$ cat src/hdl/pnc_pkg.sv
`timescale 1ns / 1ps
`default_nettype none
// ----------------------------------------------------------------------------
// pnc_pkg: shared types and constants of the polygon normal and centroid block
// Holds the fixed widths of the normal arithmetic and the controller to
// datapath command and status words.
// ----------------------------------------------------------------------------
package pnc_pkg;

	localparam int ACC_W       = 64;  // Newell accumulators wrap at 64 bits
	localparam int MAG_LIM_BIT = 31;  // magnitudes are scaled below 2^31
	localparam int LEN_W       = 32;  // width of the vector length
	localparam int SQRT_STEPS  = 32;  // one result bit per step
	localparam int NORM_W      = 16;
	localparam int NORM_FRAC   = 15;
	localparam int MIN_VERTICES = 3;
	localparam logic [NORM_W-1:0] NORM_MAX = 16'd32767;

	typedef struct packed {
		logic       load_vtx;
		logic       term_mul;
		logic       term_close;
		logic       term_add;
		logic       commit;
		logic       mag_load;
		logic       shift_step;
		logic       sq_mul;
		logic       sq_add;
		logic       sqrt_init;
		logic       sqrt_step;
		logic       ndiv_init;
		logic       cdiv_init;
		logic       div_step;
		logic       nstore;
		logic       cstore;
		logic       out_load;
		logic [1:0] idx;
	} pnc_cmd_t;

	typedef struct packed {
		logic cnt_zero;
		logic cnt_full;
		logic last;
		logic need_shift;
	} pnc_status_t;

endpackage
`default_nettype wire

$ cat src/hdl/pnc_ctrl.sv
`timescale 1ns / 1ps
`default_nettype none
// ----------------------------------------------------------------------------
// pnc_ctrl: sequencer of the polygon normal and centroid block
// Steps the datapath through vertex accumulation, closing, scaling, square
// root and the divisions, and owns both handshakes.
// ----------------------------------------------------------------------------
module pnc_ctrl
	import pnc_pkg::*;
#(
	parameter int MAX_POLYGON_VERTICES = 256,
	parameter int COORD_WIDTH          = 16
) (
	input  wire logic        clk,
	input  wire logic        arst_n,
	input  wire logic        in_valid,
	output logic             in_stall,
	output logic             out_valid,
	input  wire logic        out_stall,
	input  wire pnc_status_t status,
	output pnc_cmd_t         cmd
);

	localparam int CNT_W = $clog2(MAX_POLYGON_VERTICES + 1);
	localparam int SUM_W = COORD_WIDTH + CNT_W;
	localparam int NW    = (SUM_W + 1 > 48) ? SUM_W + 1 : 48;
	localparam int IT_W  = $clog2(NW + 1);

	localparam logic [4:0] S_IDLE      = 5'd0;
	localparam logic [4:0] S_TMUL      = 5'd1;
	localparam logic [4:0] S_TADD      = 5'd2;
	localparam logic [4:0] S_COMMIT    = 5'd3;
	localparam logic [4:0] S_CMUL      = 5'd4;
	localparam logic [4:0] S_CADD      = 5'd5;
	localparam logic [4:0] S_MAG       = 5'd6;
	localparam logic [4:0] S_SHIFT     = 5'd7;
	localparam logic [4:0] S_SQMUL     = 5'd8;
	localparam logic [4:0] S_SQADD     = 5'd9;
	localparam logic [4:0] S_SQRT_INIT = 5'd10;
	localparam logic [4:0] S_SQRT      = 5'd11;
	localparam logic [4:0] S_NDIV_INIT = 5'd12;
	localparam logic [4:0] S_NDIV      = 5'd13;
	localparam logic [4:0] S_NSTORE    = 5'd14;
	localparam logic [4:0] S_CDIV_INIT = 5'd15;
	localparam logic [4:0] S_CDIV      = 5'd16;
	localparam logic [4:0] S_CSTORE    = 5'd17;
	localparam logic [4:0] S_OUT       = 5'd18;

	logic [4:0]      state_q, state_d;
	logic [1:0]      idx_q, idx_d;
	logic [IT_W-1:0] iter_q, iter_d;
	logic            out_valid_q;
	logic            out_free;

	assign out_free  = !out_valid_q || !out_stall;
	assign in_stall  = (state_q != S_IDLE);
	assign out_valid = out_valid_q;

	always_comb begin
		cmd     = '0;
		cmd.idx = idx_q;
		state_d = state_q;
		idx_d   = idx_q;
		iter_d  = iter_q;
		unique case (state_q)
			S_IDLE: begin
				if (in_valid) begin
					cmd.load_vtx = 1'b1;
					idx_d        = 2'd0;
					state_d      = (status.cnt_zero || status.cnt_full) ? S_COMMIT : S_TMUL;
				end
			end
			S_TMUL: begin
				cmd.term_mul = 1'b1;
				state_d      = S_TADD;
			end
			S_TADD: begin
				cmd.term_add = 1'b1;
				if (idx_q == 2'd2) begin
					state_d = S_COMMIT;
				end else begin
					idx_d   = idx_q + 2'd1;
					state_d = S_TMUL;
				end
			end
			S_COMMIT: begin
				cmd.commit = 1'b1;
				idx_d      = 2'd0;
				state_d    = status.last ? S_CMUL : S_IDLE;
			end
			S_CMUL: begin
				cmd.term_mul   = 1'b1;
				cmd.term_close = 1'b1;
				state_d        = S_CADD;
			end
			S_CADD: begin
				cmd.term_add = 1'b1;
				if (idx_q == 2'd2) begin
					state_d = S_MAG;
				end else begin
					idx_d   = idx_q + 2'd1;
					state_d = S_CMUL;
				end
			end
			S_MAG: begin
				cmd.mag_load = 1'b1;
				state_d      = S_SHIFT;
			end
			S_SHIFT: begin
				if (status.need_shift) begin
					cmd.shift_step = 1'b1;
				end else begin
					idx_d   = 2'd0;
					state_d = S_SQMUL;
				end
			end
			S_SQMUL: begin
				cmd.sq_mul = 1'b1;
				state_d    = S_SQADD;
			end
			S_SQADD: begin
				cmd.sq_add = 1'b1;
				if (idx_q == 2'd2) begin
					state_d = S_SQRT_INIT;
				end else begin
					idx_d   = idx_q + 2'd1;
					state_d = S_SQMUL;
				end
			end
			S_SQRT_INIT: begin
				cmd.sqrt_init = 1'b1;
				iter_d        = IT_W'(SQRT_STEPS);
				state_d       = S_SQRT;
			end
			S_SQRT: begin
				cmd.sqrt_step = 1'b1;
				iter_d        = iter_q - 1'b1;
				if (iter_q == IT_W'(1)) begin
					idx_d   = 2'd0;
					state_d = S_NDIV_INIT;
				end
			end
			S_NDIV_INIT: begin
				cmd.ndiv_init = 1'b1;
				iter_d        = IT_W'(NW);
				state_d       = S_NDIV;
			end
			S_NDIV: begin
				cmd.div_step = 1'b1;
				iter_d       = iter_q - 1'b1;
				if (iter_q == IT_W'(1)) begin
					state_d = S_NSTORE;
				end
			end
			S_NSTORE: begin
				cmd.nstore = 1'b1;
				state_d    = S_CDIV_INIT;
			end
			S_CDIV_INIT: begin
				cmd.cdiv_init = 1'b1;
				iter_d        = IT_W'(NW);
				state_d       = S_CDIV;
			end
			S_CDIV: begin
				cmd.div_step = 1'b1;
				iter_d       = iter_q - 1'b1;
				if (iter_q == IT_W'(1)) begin
					state_d = S_CSTORE;
				end
			end
			S_CSTORE: begin
				cmd.cstore = 1'b1;
				if (idx_q == 2'd2) begin
					state_d = S_OUT;
				end else begin
					idx_d   = idx_q + 2'd1;
					state_d = S_NDIV_INIT;
				end
			end
			S_OUT: begin
				if (out_free) begin
					cmd.out_load = 1'b1;
					state_d      = S_IDLE;
				end
			end
			default: begin
				state_d = S_IDLE;
			end
		endcase
	end

	always_ff @(posedge clk or negedge arst_n) begin
		if (!arst_n) begin
			state_q     <= S_IDLE;
			idx_q       <= 2'd0;
			iter_q      <= '0;
			out_valid_q <= 1'b0;
		end else begin
			state_q <= state_d;
			idx_q   <= idx_d;
			iter_q  <= iter_d;
			if (cmd.out_load) begin
				out_valid_q <= 1'b1;
			end else if (!out_stall) begin
				out_valid_q <= 1'b0;
			end
		end
	end

	a_load_free: assert property (@(posedge clk) disable iff (!arst_n)
		cmd.out_load |-> (!out_valid_q || !out_stall))
		else $error("result word loaded over a word still waiting");

	a_accept_next: assert property (@(posedge clk) disable iff (!arst_n)
		(in_valid && !in_stall) |=> (state_q == S_TMUL || state_q == S_COMMIT))
		else $error("accepted vertex not taken into accumulation");

	a_rise_from_out: assert property (@(posedge clk) disable iff (!arst_n)
		$rose(out_valid_q) |-> ($past(state_q) == S_OUT))
		else $error("result word appeared outside the output step");

	a_iter_live: assert property (@(posedge clk) disable iff (!arst_n)
		(state_q == S_NDIV || state_q == S_CDIV || state_q == S_SQRT) |-> (iter_q != '0))
		else $error("iteration counter ran out inside a loop");

endmodule
`default_nettype wire

$ cat config.mk
export PLATFORM = sky130hd
export DESIGN_NAME = pnc_ctrl
export DESIGN_NICKNAME = d
export VERILOG_FILES = /design/src/hdl/pnc_pkg.sv /design/src/hdl/pnc_ctrl.sv
export SDC_FILE = /design/constraint.sdc
export NUM_CORES = 1
export LEC_CHECK = 0
export BUFFER_PORTS_ARGS = -buffer_cell sky130_fd_sc_hd__buf_2
export CAP_MARGIN = 20
export CORE_MARGIN = 3
export CORE_UTILIZATION = 48
export DETAILED_ROUTE_END_ITERATION = 10
export GPL_TIMING_DRIVEN = 1
export PLACE_DENSITY = 0.72
export SKIP_CTS_REPAIR_TIMING = 1
export SLEW_MARGIN = 20
export SYNTH_ARGS = -nofsm -noshare
export SYNTH_HDL_FRONTEND = slang
export SYNTH_SLANG_ARGS = --single-unit
$ cat constraint.sdc
create_clock -name clk -period 1.95 [get_ports clk]
set_clock_uncertainty 0.2 [all_clocks]
set_input_delay 0.2925 -clock clk [delete_from_list [all_inputs] [get_ports clk]]
set_output_delay 0.2925 -clock clk [all_outputs]
set_load 0.05 [all_outputs]
==> results of run 1 <==
-- final cells by class --
cell class | count | share of cell area (%)
inverter | 7 | 1.267
sequential | 14 | 15.65
clock buffer | 4 | 1.598
timing repair buffer | 82 | 31.85
tap | 28 | 1.543
multi-input combinational | 125 | 48.10
-- registers in the layout (all words and copies together) (netlist names) --
name / flops
out_valid: 1
iter_q: 6
idx_q: 2
state_q: 5
-- stage by stage --
stage	utilization (%)	TNS, ps
floorplan	-	-805.3
global placement	77.70	-176.7
detailed placement	77.70	-423.1
CTS	79.25	-5470
global route	97.06	-5270
finish	97.06	-4218
-- layer usage --
metal / GRT usage [%] / up-vias
met2: 44.22 / 198
li1: - / 718
met1: 33.99 / 850
met3: 5.747 / 77
met4: 5.629 / 0
met5: 0 / -
-- layout by cell type, fill, tap and decap left out, types with 3 or more instances in the layout --
| cell | instances |
|---|---|
| buf_4 | 45 |
| buf_6 | 20 |
| buf_2 | 10 |
| dfrtp_1 | 10 |
| nor2_2 | 8 |
| nand2_1 | 8 |
| nor2_4 | 7 |
| a21oi_1 | 7 |
| nor2_1 | 6 |
| nand3_1 | 6 |
| nor3_1 | 5 |
| o21ai_0 | 5 |
| inv_1 | 4 |
| dfrtp_2 | 4 |
| buf_8 | 4 |
| nand2_4 | 3 |
| a21oi_2 | 3 |
| mux2_4 | 3 |
| clkbuf_4 | 3 |
-- cell families after synthesis --
logic type / after synthesis
multiplexers: 4
buffers and inverters: 19
AO/OA/AOI/OAI: 42
XOR/XNOR: 4
adder cells (fa/ha/maj): 3
AND/OR/NAND/NOR: 72
flip-flops: 14
-- final timing paths --
check                            from        end  slack, ps  cells past startpoint
setup / recovery           state_q[2]     cmd[5]       -330                      8
hold / removal              out_stall  out_valid        180                      3
setup reg to reg           state_q[0]   idx_q[0]       -230                      8
hold reg to reg              idx_q[1]   idx_q[1]        420                      2
max in group asynchronous      arst_n   idx_q[0]       1060                      2
min in group asynchronous      arst_n  iter_q[1]        220                      2
-- synthesized netlist by cell type (2+ instances only) --
cell / n
inv_1: 7
o21a_1: 2
or3_1: 3
xor2_1: 2
buf_2: 9
nor3b_1: 2
nand2b_1: 4
ha_1: 3
o22ai_1: 3
nor3b_2: 2
mux2_4: 3
a31oi_1: 2
o21ai_0: 8
nand2_1: 12
nor4_1: 3
nor3_1: 6
o2bb2ai_1: 2
nor2_1: 21
a32o_1: 2
a21oi_1: 11
dfrtp_1: 14
xnor2_1: 2
nor2b_1: 4
clkbuf_1: 2
nand3_1: 6
-- critical path: stages, from the launching register on --
cell	delay, ps
dfrtp_1	460
buf_6	170
buf_12	130
nor2_4	100
nand2_2	100
nor2_4	180
a31oi_2	70
nor2_4	130
buf_8	150
-- power groups by stage --
stage / sequential, mW / combinational (mW) / clock, mW
finish: 0.290 / 0.0173 / 0.220
detailed placement: 0.296 / 0.0147 / 0
floorplan: 0.296 / 0.000506 / 0
global placement: 0.296 / 0.0142 / 0
CTS: 0.290 / 0.0148 / 0.216
global route: 0.290 / 0.0189 / 0.228
==> results, run 1 <==
- In this run, synthesis produced a sequential element count of 14.
- The commonest register cell after synthesis is dfrtp_1.
- The count of nets left with antenna violations once routing finished came out at 0.
- The worst path uses 116.9% of the clock period.
- The synthesized netlist devotes 23.77% of its cell area to compound gates.
- The checks that failed: negative setup slack.
- The internal power of the cells totals 410.4 uW.
- The global router's overall resource usage is 26.14%.
- 0 antenna diodes ended up in the layout.
- In the detailed route, the total length drawn on met3 is 648 um.
- The detailed-routing wirelength on met1 is 2.208 mm.
- The part of the total power dissipated in combinational logic is around 3.3%.
- Once detailed placement completed, the half-perimeter wirelength came to 3.089 mm.
- In the post-route analysis, the smallest setup slack over all paths is -329.1 ps.
- The initial antenna violation count came to 0.
- The class of the worst hold path is primary input to flop.
- The nature of the critical path startpoint is a flop.
- The final setup violation count is 30.
- After synthesis, the netlist uses 48 different library cells.
- 29 I/O pins were placed.
- The later pin in the worst-skew pair is clocked with a latency of 290 ps.
- The shortest period the worst path allows is 2279 ps.
- The flow ran to the end, but the final reports show violations.
- The share of power burned in registers is between 50% and 60%.
- After synthesis, flip-flops and latches occupy 28.20% of the total area.
- The maximum clock rate is about 0.44 GHz.
- The most area-hungry cell type in the Yosys netlist is dfrtp_1.
- The first global-routing pass estimated 6.782 mm of wire.
- Input and output buffers added on the ports amount to 28.
- The per-cell routed wire length is 24.95 um.
- The area taken by flip-flops and latches is 355.3 sq um.
- The cell total after placement is about 250.
- Setup repair after global routing could not meet its margin everywhere.
- In the synthesized netlist, the number of instances is approximately 160.
- The global route total overflow is 0.
- The clock buffer count from CTS is 3.
- The critical path is of the flop to primary output type.
- The total power is roughly 530 uW.
- The mapped netlist covers 1242 sq um.
- The fill cell instance count of the final layout is 41.
- The clock tree root driver cell is clkbuf_4.
- The clock share of power is 41.7%.
- The DRC violation total after the first TritonRoute iteration is 198.
- Signal routing reaches up to met4.
- The via total after detailed routing is 1843.
- With fillers left out, the area of the finished cells amounts to 2271 sq um.
- The share of the synthesized netlist area taken by xor and xnor gates is 2.820%.
- The power density over the cells is 232.0 nW/um^2.
- The analysis attributes to net switching a power of 116.4 uW.
- Data on the critical path arrives at its endpoint at 1790 ps.
- In this run the deepest clock path goes through 2 buffers.
- The multiplexer area fraction after synthesis is 4.431%.
- During synthesis, Yosys emitted a total of 0 warnings.
- Routability-driven placement finished with a final weighted congestion of a little under 0.9.
- The instance area at placement is approximately 1800 sq um.
- The top cell type's share of synthesized area is 28.20%.
- After clock tree synthesis, the clock-pin slew on the worst setup and hold paths is about 90 ps.
- The number of synthesized flops with an enable pin is 0.
- The routed design has 6.486 mm of wire.
- The starting utilization of the core area is between 50 and 60%.
- The worst slack at placement is -91.25 ps.
- For this design the static power due to leakage is 1.018 nW.
- The final hold violation count is 0.
- At the pin with the least slew margin, the transition time is 494.2 ps.
- In this run switching power makes up 22.10% of total power.
- Summing the areas of all fa, ha and maj instances in the mapped netlist gives 3.021% of the synthesized area.
- The main combinational cell family by area after synthesis is simple AND/OR/NAND/NOR gates.
- The worst setup path is captured at a primary output.
- The worst pin sits at a relative slew slack of 66.80%.
- The die covers 3235 sq um.
- The fraction of final layout cells with drive strength greater than 1 is 63.36%.
- The die is 56.88 um wide.
- The maximum number of pins on one net before global-route repair is 19.
- Across the run, the number of max-cap violations was 0.
- VDD sags by at most around 0.51 mV.
- In the final layout, the multi-input gates occupy 1092 sq um.
- Along the worst path, the maximum fanout reaches 5.
- The growth of design area from synthesis to finish is 82.78%.
- For the worst setup path, the data required time is 1460 ps.
- In this run the standard cell core region covers between 2000 and 2500 sq um.
- Ranked by total cell area, the synthesized netlist is headed by dfrtp_1 (28%), nor2_1 (6.3%), a21oi_1 (4.4%), buf_2 (3.6%), mux2_4 (3.6%).
- The CTS tree is done.
- The total number of clock tree sinks is 14.
- The mean instance size in the synthesized netlist is 7.864 sq um.
- The via density per instance is 7.088.
- The floorplan has 17 rows.
- The number of standard cells in the layout, taps in and fillers out is 260.
- The synthesized netlist devotes 30.51% of its cell area to simple gates.
- The final-report max-slew violation count is 0.
- CTS built an H-tree with a depth of 1.
- The number of remaining DRC errors is 0.
- The total iterations of the first detailed-routing run is 5.
- The share of flip-flops with an asynchronous set or reset is 100.0%.
- The final layout contains 244 nets.
- Detailed routing placed a total of 3.010 mm of wire on met2.
- The number of nets in the synthesized netlist is 169.
- The die extent in y is around 57 um.
- The via count of the first global-routing pass was 1459.
- The final worst hold slack is 180.4 ps.
Power figures use the tool's default switching activity.
==> run 2: changes to the inputs <==
--- a/config.mk
+++ b/config.mk
@@ -12,7 +12,6 @@
 export DETAILED_ROUTE_END_ITERATION = 10
 export GPL_TIMING_DRIVEN = 1
 export PLACE_DENSITY = 0.72
-export SKIP_CTS_REPAIR_TIMING = 1
 export SLEW_MARGIN = 20
 export SYNTH_ARGS = -nofsm -noshare
 export SYNTH_HDL_FRONTEND = slang
==> run 2 against run 1 <==
The run now fails in global routing. Synthesized cell count did not move. Synthesized area did not move.
==> results, run 2 <==
- The run stopped with a tool error.
- The flow stopped in global routing.
- The first error in the log reads "[ERROR DPL-0038] Utilization greater than 100%, impossible to legalize".
- The number of port buffers is 28.
- Summed over its instances, the top area cell type makes up 28.20% of the synthesized netlist area.
- The initialized floorplan defines 17 standard-cell rows.
- The clock passes through at most 2 buffers.
- The post-synthesis register bit count is 14.
- The worst-path endpoint category is a top-level output.
- The total number of clock tree sinks is 14.
- Detailed placement finished with a half-perimeter wire length of 3.089 mm.
- Pin placement for this block handled 29 I/O pins.
- The worst setup endpoint after the global-route repair_timing is cmd[5].
- Dividing the synthesized area by the synthesized cell count gives 7.864 sq um.
- The number of nets in the synthesized netlist is 169.
- The commonest register cell after synthesis is dfrtp_1.
- The commonest cells after synthesis are nor2_1 (21), dfrtp_1 (14), nand2_1 (12), a21oi_1 (11), buf_2 (9).
- The netlist uses 48 different library cells.
- Of all flip-flops after synthesis, the portion carrying an async set or reset was 100.0%.
- Counting flops with a built-in enable in the synthesized netlist gives 0.
- Measured along the x axis, the die boundary spans 56.88 um.
- The total of warnings raised by yosys is 0.
- By area the synthesized netlist is led by dfrtp_1 (28%), nor2_1 (6.3%), a21oi_1 (4.4%), buf_2 (3.6%), mux2_4 (3.6%).
- In the post-synthesis netlist, the cell with the most instances is nor2_1.
- The most area-hungry cell type in the Yosys netlist is dfrtp_1.
- After technology mapping, the gate count stands at roughly 160.
- For this configuration, the core starts out at a cell density of 53.10%.
- The share of synthesized area occupied by flip-flops and latches is around 28%.
- Counting the buffers created by CTS gives 3.
- The routability-driven placement congestion ratio is about 0.88.
- In this run the vertical extent of the chip is 56.88 um.
- In this run the cell area measured after placement is 1818 sq um.
- The clock tree root driver cell is clkbuf_4.
- The synthesized area is 1242 sq um.
- The depth of the CTS H-tree is 1.
- Entering global routing, the biggest net connects 19 pins.
-- run 2: through the flow --
stage                     setup TNS [ps]  hold WS (ps)  util (%)  std cells  setup slack [ps]
after detailed placement          -423.1         6.454     77.70        246            -91.25
after floorplan                   -805.3        -203.1         -        158            -138.3
after global placement            -176.7        -4.037     77.70        246            -50.14
after CTS                          -2455         126.3     92.94        258            -187.3
-- run 2: kinds of logic after synthesis --
logic type                 after synthesis  synth area share, %
buffers and inverters                   19                7.251
xor gates and xnor gates                 4                2.820
and+or+nand+nor                         72                30.51
adders and majority gates                3                3.021
AOI/OAI and AO/OA                       42                23.77
DFF                                     14                28.20
muxes                                    4                4.431
-- run 2: repair_timing --
action,CTS
hold buffers,1
gates resized for setup,75
pin swaps,12
setup endpoints to repair,24
setup buffers,7
hold endpoints to repair,14
==> run 3: changes to the inputs <==
--- a/config.mk
+++ b/config.mk
@@ -7,11 +7,11 @@
 export LEC_CHECK = 0
 export BUFFER_PORTS_ARGS = -buffer_cell sky130_fd_sc_hd__buf_2
 export CAP_MARGIN = 20
-export CORE_MARGIN = 3
-export CORE_UTILIZATION = 48
+export CORE_AREA = 3 3 64 66
 export DETAILED_ROUTE_END_ITERATION = 10
+export DIE_AREA = 0 0 67 69
 export GPL_TIMING_DRIVEN = 1
-export PLACE_DENSITY = 0.72
+export PLACE_DENSITY_LB_ADDON = 0.15
 export SLEW_MARGIN = 20
 export SYNTH_ARGS = -nofsm -noshare
 export SYNTH_HDL_FRONTEND = slang
==> constraint.sdc (replaced) <==
create_clock -name clk -period 2.5 [get_ports clk]
set_clock_uncertainty 0.2 [all_clocks]
set_input_delay 0.375 -clock clk [delete_from_list [all_inputs] [get_ports clk]]
set_output_delay 0.375 -clock clk [all_outputs]
set_load 0.05 [all_outputs]
==> run 3 against run 2 <==
The run now ends clean.
==> results, run 3 (synthesis results as in run 1) <==
- The number of maximum-capacitance constraint violations is 0.
- The maximum number of pins on one net before global-route repair is 20.
- The floorplan step defined a die boundary enclosing roughly 4600 sq um.
- The start-to-end type of the worst setup path is flop to primary output.
- Once the clock tree was built, the setup fixing pass inserted 0 buffers.
- The filler cells instantiated in the layout total 388.
- The power density over the cells is 306.9 nW/um^2.
- The placed wire-length estimate is ~2.8 mm.
- The tightest slew margin relative to the limit is between 60% and 70%.
- The worst slack at placement is 321.0 ps.
- The initial antenna violation count came to 0.
- Port buffering added 28 buffers.
- Traced cell by cell, the critical path runs through buf_4, or2_2, nor2_1, and3_1, clkbuf_4.
- Counting the buffers created by CTS gives 3.
- The buffer levels on the longest clock path is 2.
- Across the whole layout, storage elements account for 350.3 sq um.
- The total number of clock tree sinks is 14.
- The shortest period the worst path allows is approximately 2400 ps.
- The highest-delay cell along the critical path is dfrtp_1.
- The routability-driven placement congestion ratio is between 0.8 and 0.9.
- The die extent in y is 69 um.
- The commonest non-fill, non-tap cell in the layout is buf_2.
- The site row count is 22.
- The depth of the CTS H-tree is 1.
- The via density per instance is 5.574.
- The DRC violation total after the first TritonRoute iteration is 64.
- The final hold violation count came to 0.
- The most flop-heavy register is iter_q.
- Clock-pin slew was measured on the worst setup and hold paths at about 70 ps.
- The worst setup path is launched from a flop.
- Clock tree synthesis selected as its root buffer the cell clkbuf_8.
- The global route total overflow is 0.
- Setup violations remaining at the end of the flow were counted as 0.
- The library cells used most frequently in the layout, excluding fill and tap cells, are buf_2 (26), nor2_1 (20), dfrtp_1 (14), nand2_1 (12), a21oi_1 (11).
- The first TritonRoute pass finished after 4 iterations.
- The register with the most flip-flops in the layout has 6 of them.
- The initial utilization of the core area, before any placement, comes to 34.19%.
- The first-pass GRT wire length is 5.892 mm.
- The net count reported at finish is 199.
- The number of remaining DRC errors is 0.
- The core outline area is 3633 sq um.
- The floorplan step set the die width to 67 um.
- The largest registers in the layout are iter_q: 6 flops, state_q: 5 flops, idx_q: 2 flops.
- The highest net fanout along the worst path is 19.
- The via total after detailed routing is 1310.
- The maximum cell stage delay along the critical path is 460 ps.
- During I/O placement, the number of pins put on the boundary was 29.
- Dividing the detail-routed wire length by the instance count gives between 15 and 20 um.
- The CTS tree is done.
- The multi-input combinational cells in the finished layout cover a total of 818.3 sq um.
- The worst setup margin is 75.61 ps.
- The growth of design area from synthesis to finish is 22.76%.
- The number of antenna diodes in the final layout is 0.
- The overall routed net length is 3.566 mm.
- The critical path required time is between 1500 and 2000 ps.
- The flow ran to the end, and the final reports show no timing, DRC or antenna violations.
- IR analysis of the VDD net gives a maximum drop of 0.1431 mV.
- Setup repair after global routing left no endpoint under its margin.
- The leakage power is roughly 0.66 nW.
- The final-report max-slew violation count is 0.
- For this run, the total global-route usage over all layers was measured as 16.12%.
- In the final layout, the share of cells above drive strength 1 is 28.34%.
- The worst hold path belongs to the class primary input to flop.
- The maximum clock rate is 0.4125 GHz.
- The transition time at the pin with the least slew margin is about 530 ps.
- The via count of the first global-routing pass is ~1200.
- In the final timing run, aggregate negative setup slack is 0 ps.
- The clock latency on the worst-skew pair is 250 ps.
- The type of element capturing the critical path is a primary output.
- The final critical path takes up 96.98% of the cycle.
- Data arrives at the worst endpoint at about 1900 ps.
- The detail route stage leaves a number of antenna-violating nets equal to 0.
run 3: layer usage:
metal | vias up | global-route usage, % | share of wire, %
met4 | 0 | 7.658 | 2.6
met5 | - | 0 | 0
li1 | 625 | - | -
met3 | 10 | 1.466 | 7.5
met1 | 610 | 22.70 | 43
met2 | 65 | 24.34 | 47
run 3: layout make-up:
cell class / count / share of cell area [%]
Multi-Input combinational cell: 125 / 53.65
Clock buffer: 4 / 3.610
Tap cell: 48 / 3.938
Inverter: 7 / 1.723
Sequential cell: 14 / 22.97
Timing Repair Buffer: 37 / 14.11
run 3: final timing paths:
path | from | endpoint | slack [ps] | cells past startpoint
worst max-delay path | state_q[2] | cmd[18] | 80 | 5
min in group asynchronous | arst_n | idx_q[1] | 350 | 2
worst min-delay path | out_stall | out_valid | 230 | 3
worst min register to register | idx_q[1] | idx_q[1] | 360 | 2
max in group asynchronous | arst_n | state_q[0] | 1490 | 2
worst max register to register | state_q[2] | iter_q[3] | 270 | 6
run 3: repair_timing:
| action | 4_1_cts | 5_1_grt |
|---|---|---|
| hold endpoints to repair | 14 | 0 |
| gates resized for setup | 0 | 4 |
| hold buffers | 1 | 0 |
| setup endpoints to repair | 0 | 3 |
run 3: worst max-delay path, delay by kind of cell, from the launching register on:
kind,cells,cell delay [ps]
simple gates,3,670
flops,1,460
buf+inv,2,460
run 3: stage by stage:
stage	instances	hold slack [ps]	instance area, sq um	utilization (%)	power, mW
after floorplan	158	-120.6	1254	-	0.2312
after global placement	230	96.99	1450	39.91	0.2419
after detailed placement	230	97.18	1450	39.91	0.2419
after CTS	235	238.5	1515	41.70	0.4699
after global routing	235	242.3	1525	41.98	0.4795
final	235	229.2	1525	41.98	0.4680
run 3: where the power goes:
group	switching, mW	internal (mW)	leakage, nW
combinational	0.00684	0.00506	0.468
clock	0.0900	0.140	0.0288
sequential	0.0000000000000000450	0.227	0.165
==> run 4: changes to the inputs <==
--- a/config.mk
+++ b/config.mk
@@ -6,7 +6,6 @@
 export NUM_CORES = 1
 export LEC_CHECK = 0
 export BUFFER_PORTS_ARGS = -buffer_cell sky130_fd_sc_hd__buf_2
-export CAP_MARGIN = 20
 export CORE_AREA = 3 3 64 66
 export DETAILED_ROUTE_END_ITERATION = 10
 export DIE_AREA = 0 0 67 69
==> constraint.sdc (replaced) <==
create_clock -name clk -period 2.1 [get_ports clk]
set_clock_uncertainty 0.2 [all_clocks]
set_input_delay 0.315 -clock clk [delete_from_list [all_inputs] [get_ports clk]]
set_output_delay 0.315 -clock clk [all_outputs]
set_load 0.05 [all_outputs]
==> run 4 against run 3 <==
Via count rose by 7.8%. Non-clock buffer count up 29. Combinational power up 20%. Largest power group unchanged.
==> results, run 4 (synthesis results as in run 1) <==
- The die extent in y is 69 um.
- STA classifies the critical path endpoint as a primary output.
- The number of standard cells in the layout, taps in and fillers out is between 200 and 300.
- Counting cells, the worst reg-to-reg path comes to 5.
- The worst slack at placement is 60.18 ps.
- VDD sags by at most roughly 0.25 mV.
- Data arrives at the worst endpoint at ~1600 ps.
- From synthesis to final layout, the design area changed by 57.91%.
- The starting utilization of the core area is 34.19%.
- The later pin in the worst-skew pair is clocked with a latency of 260 ps.
- The tightest min-delay check is of the primary input to flop type.
- The reported net switching power is 124.4 uW.
- The routability-driven placement congestion ratio is about 0.87.
- The global route total overflow is 0.
- Timing would allow up to 0.4796 GHz.
- The global router's overall resource usage is 17.36%.
- Combinational logic is responsible for 2.5% of the overall power.
- After detailed routing, the number of vias per cell comes to approximately 5.3.
- Setup repair after global routing could not meet its margin everywhere.
- The endpoint identified for the worst register-to-register timing path is state_q[1].
- The total number of clock tree sinks is 14.
- TritonCTS built the clock tree.
- After clock tree synthesis, the clock-pin slew on the worst setup and hold paths is 70 ps.
- In the final layout, the registers with the most flip-flops are iter_q: 6 flops, state_q: 5 flops, idx_q: 2 flops.
- For this block, the initial DRC count from the detailed router was 92.
- The register with the most flip-flops in the layout has 6 of them.
- In this run the critical register-to-register path is launched from state_q[3].
- The initial antenna violation count is 0.
- In this run the register-to-register setup slack is 20 ps.
- The overall routed net length is 4.056 mm.
- The placed wire-length estimate is between 2 and 3 mm.
- The final hold violation count is 0.
- The number of remaining DRC errors is 0.
- In the layout the commonest cells are buf_4 (37), nor2_1 (12), buf_2 (12), buf_6 (12).
- The first global-routing pass estimated 6.292 mm of wire.
- The hold-critical path endpoint is out_valid.
- The clock share of power is 49.9%.
- Cells with a size suffix above 1 make up 51.85% of the layout.
- The flow ran to the end, and the final reports show no timing, DRC or antenna violations.
- STA puts the critical path data required time at 1580 ps.
- Summing internal, switching and leakage power gives 566.7 uW.
- The number of port buffers is 28.
- The die width is 67 um.
- For this design the static power due to leakage is roughly 0.84 nW.
- The transition time at the pin with the least slew margin is 344.1 ps.
- The buffer levels on the longest clock path is 2.
- Entering global routing, the biggest net connects 17 pins.
- The depth of the CTS H-tree is 1.
- The via count of the first global-routing pass is 1301.
- The highest net fanout along the worst path is 6.
- During I/O placement, the number of pins put on the boundary was 29.
- The switching part of the total is a little over a fifth.
- In the finished design, the share of the clock period the worst path needs comes to 99.29%.
- The site row count is 22.
- The internal power of the cells is approximately 440 uW.
- The commonest non-fill, non-tap cell in the layout is buf_4.
- The share of power burned in registers is 47.6%.
- The total iterations of the first detailed-routing run is 4.
- CTS placed an instance of clkbuf_8 at the clock tree root.
- The worst hold path begins at out_stall.
- The via total after detailed routing is 1412.
- The worst setup margin is 14.87 ps.
- Measured on the finished design, the core utilization comes to a little over half.
- The worst pin sits at a relative slew slack of 77.06%.
- The hold-critical path depth is 3.
- The number of maximum-capacitance constraint violations is 0.
- The final-report max-slew violation count is 0.
- The power density over the cells is around 290 nW/um^2.
- The area enclosed by the die boundary is 4623 sq um.
- Summing all placed instances gives a cell area of 1640 sq um.
- The net count reported at finish is 228.
- The final antenna diode count is 0.
- Counting the buffers created by CTS gives 3.
- The cell total after placement is around 250.
- With fillers left out, the area of the finished cells amounts to between 1500 and 2000 sq um.
- iter_q holds more flip-flops than any other register.
- The worst setup path is of the flop to primary output kind.
- The per-cell routed wire length is 15.36 um.
- Setup violations remaining at the end of the flow were counted as 0.
- STA classifies the critical path startpoint as a flop.
- The core region is 3633 sq um.
- The post-detailed-route count of antenna-violating nets is 0.
- The shortest period the worst path allows is around 2100 ps.
run 4: cell count changes in the layout (fill, tap and decap cells not counted), sizes merged:
cell,change
buf,+29
run 4: per-stage QoR:
step / TNS [ps] / hold WS, ps
3_3_place_gp: 0 / 37.46
6_report: 0 / 161.6
5_1_grt: -634.9 / 171.8
3_5_place_dp: 0 / 47.69
2_1_floorplan: -21.63 / -180.6
4_1_cts: 0 / 159.8
run 4: layer usage:
layer	up-vias	wire length [um]	GRT usage, %
met5	-	0	0
met4	0	12	3.604
met3	2	213	4.072
met2	35	2068	26.97
met1	686	1760	24.27
li1	689	-	-
run 4: repair_timing:
item / in CTS / in global routing
gates resized for setup: 25 / 36
hold buffers: 1 / 0
pin swaps: 1 / 5
endpoints found under the setup margin: 12 / 22
setup buffers: 1 / 9
endpoints found under the hold margin: 14 / 0
run 4: cell type report:
type | count | area [sq um]
multi-input combinational | 125 | 929.6
tap | 48 | 60.06
sequential | 14 | 355.3
fill | 347 | 1672
timing repair buffer | 66 | 533.0
clock buffer | 4 | 55.05
inverter | 7 | 28.78
run 4: critical path, cell delays in order (launching register included):
cell and delay [ps]:
dfrtp_2 450, or3b_4 420, buf_4 160, nor2_4 100, buf_6 160
run 4: worst max-delay path by stage:
stage | startpoint | end | slack (ps)
final | state_q[4] | cmd[12] | 10
after global routing | state_q[3] | cmd[2] | -70
after CTS | state_q[4] | cmd[10] | 0.8
after detailed placement | state_q[2] | state_q[0] | 60
after global placement | state_q[1] | idx_q[0] | 70
after floorplan | state_q[2] | cmd[4] | -10
run 4: power by group through the flow:
| stage | Sequential, mW | Combinational (mW) | Clock (mW) |
|---|---|---|---|
| 6_report | 0.270 | 0.0143 | 0.283 |
| 5_1_grt | 0.269 | 0.0170 | 0.301 |
| 4_1_cts | 0.270 | 0.0153 | 0.287 |
| 3_5_place_dp | 0.275 | 0.0138 | 0 |
| 3_3_place_gp | 0.275 | 0.0130 | 0 |
| 2_1_floorplan | 0.275 | 0.000466 | 0 |
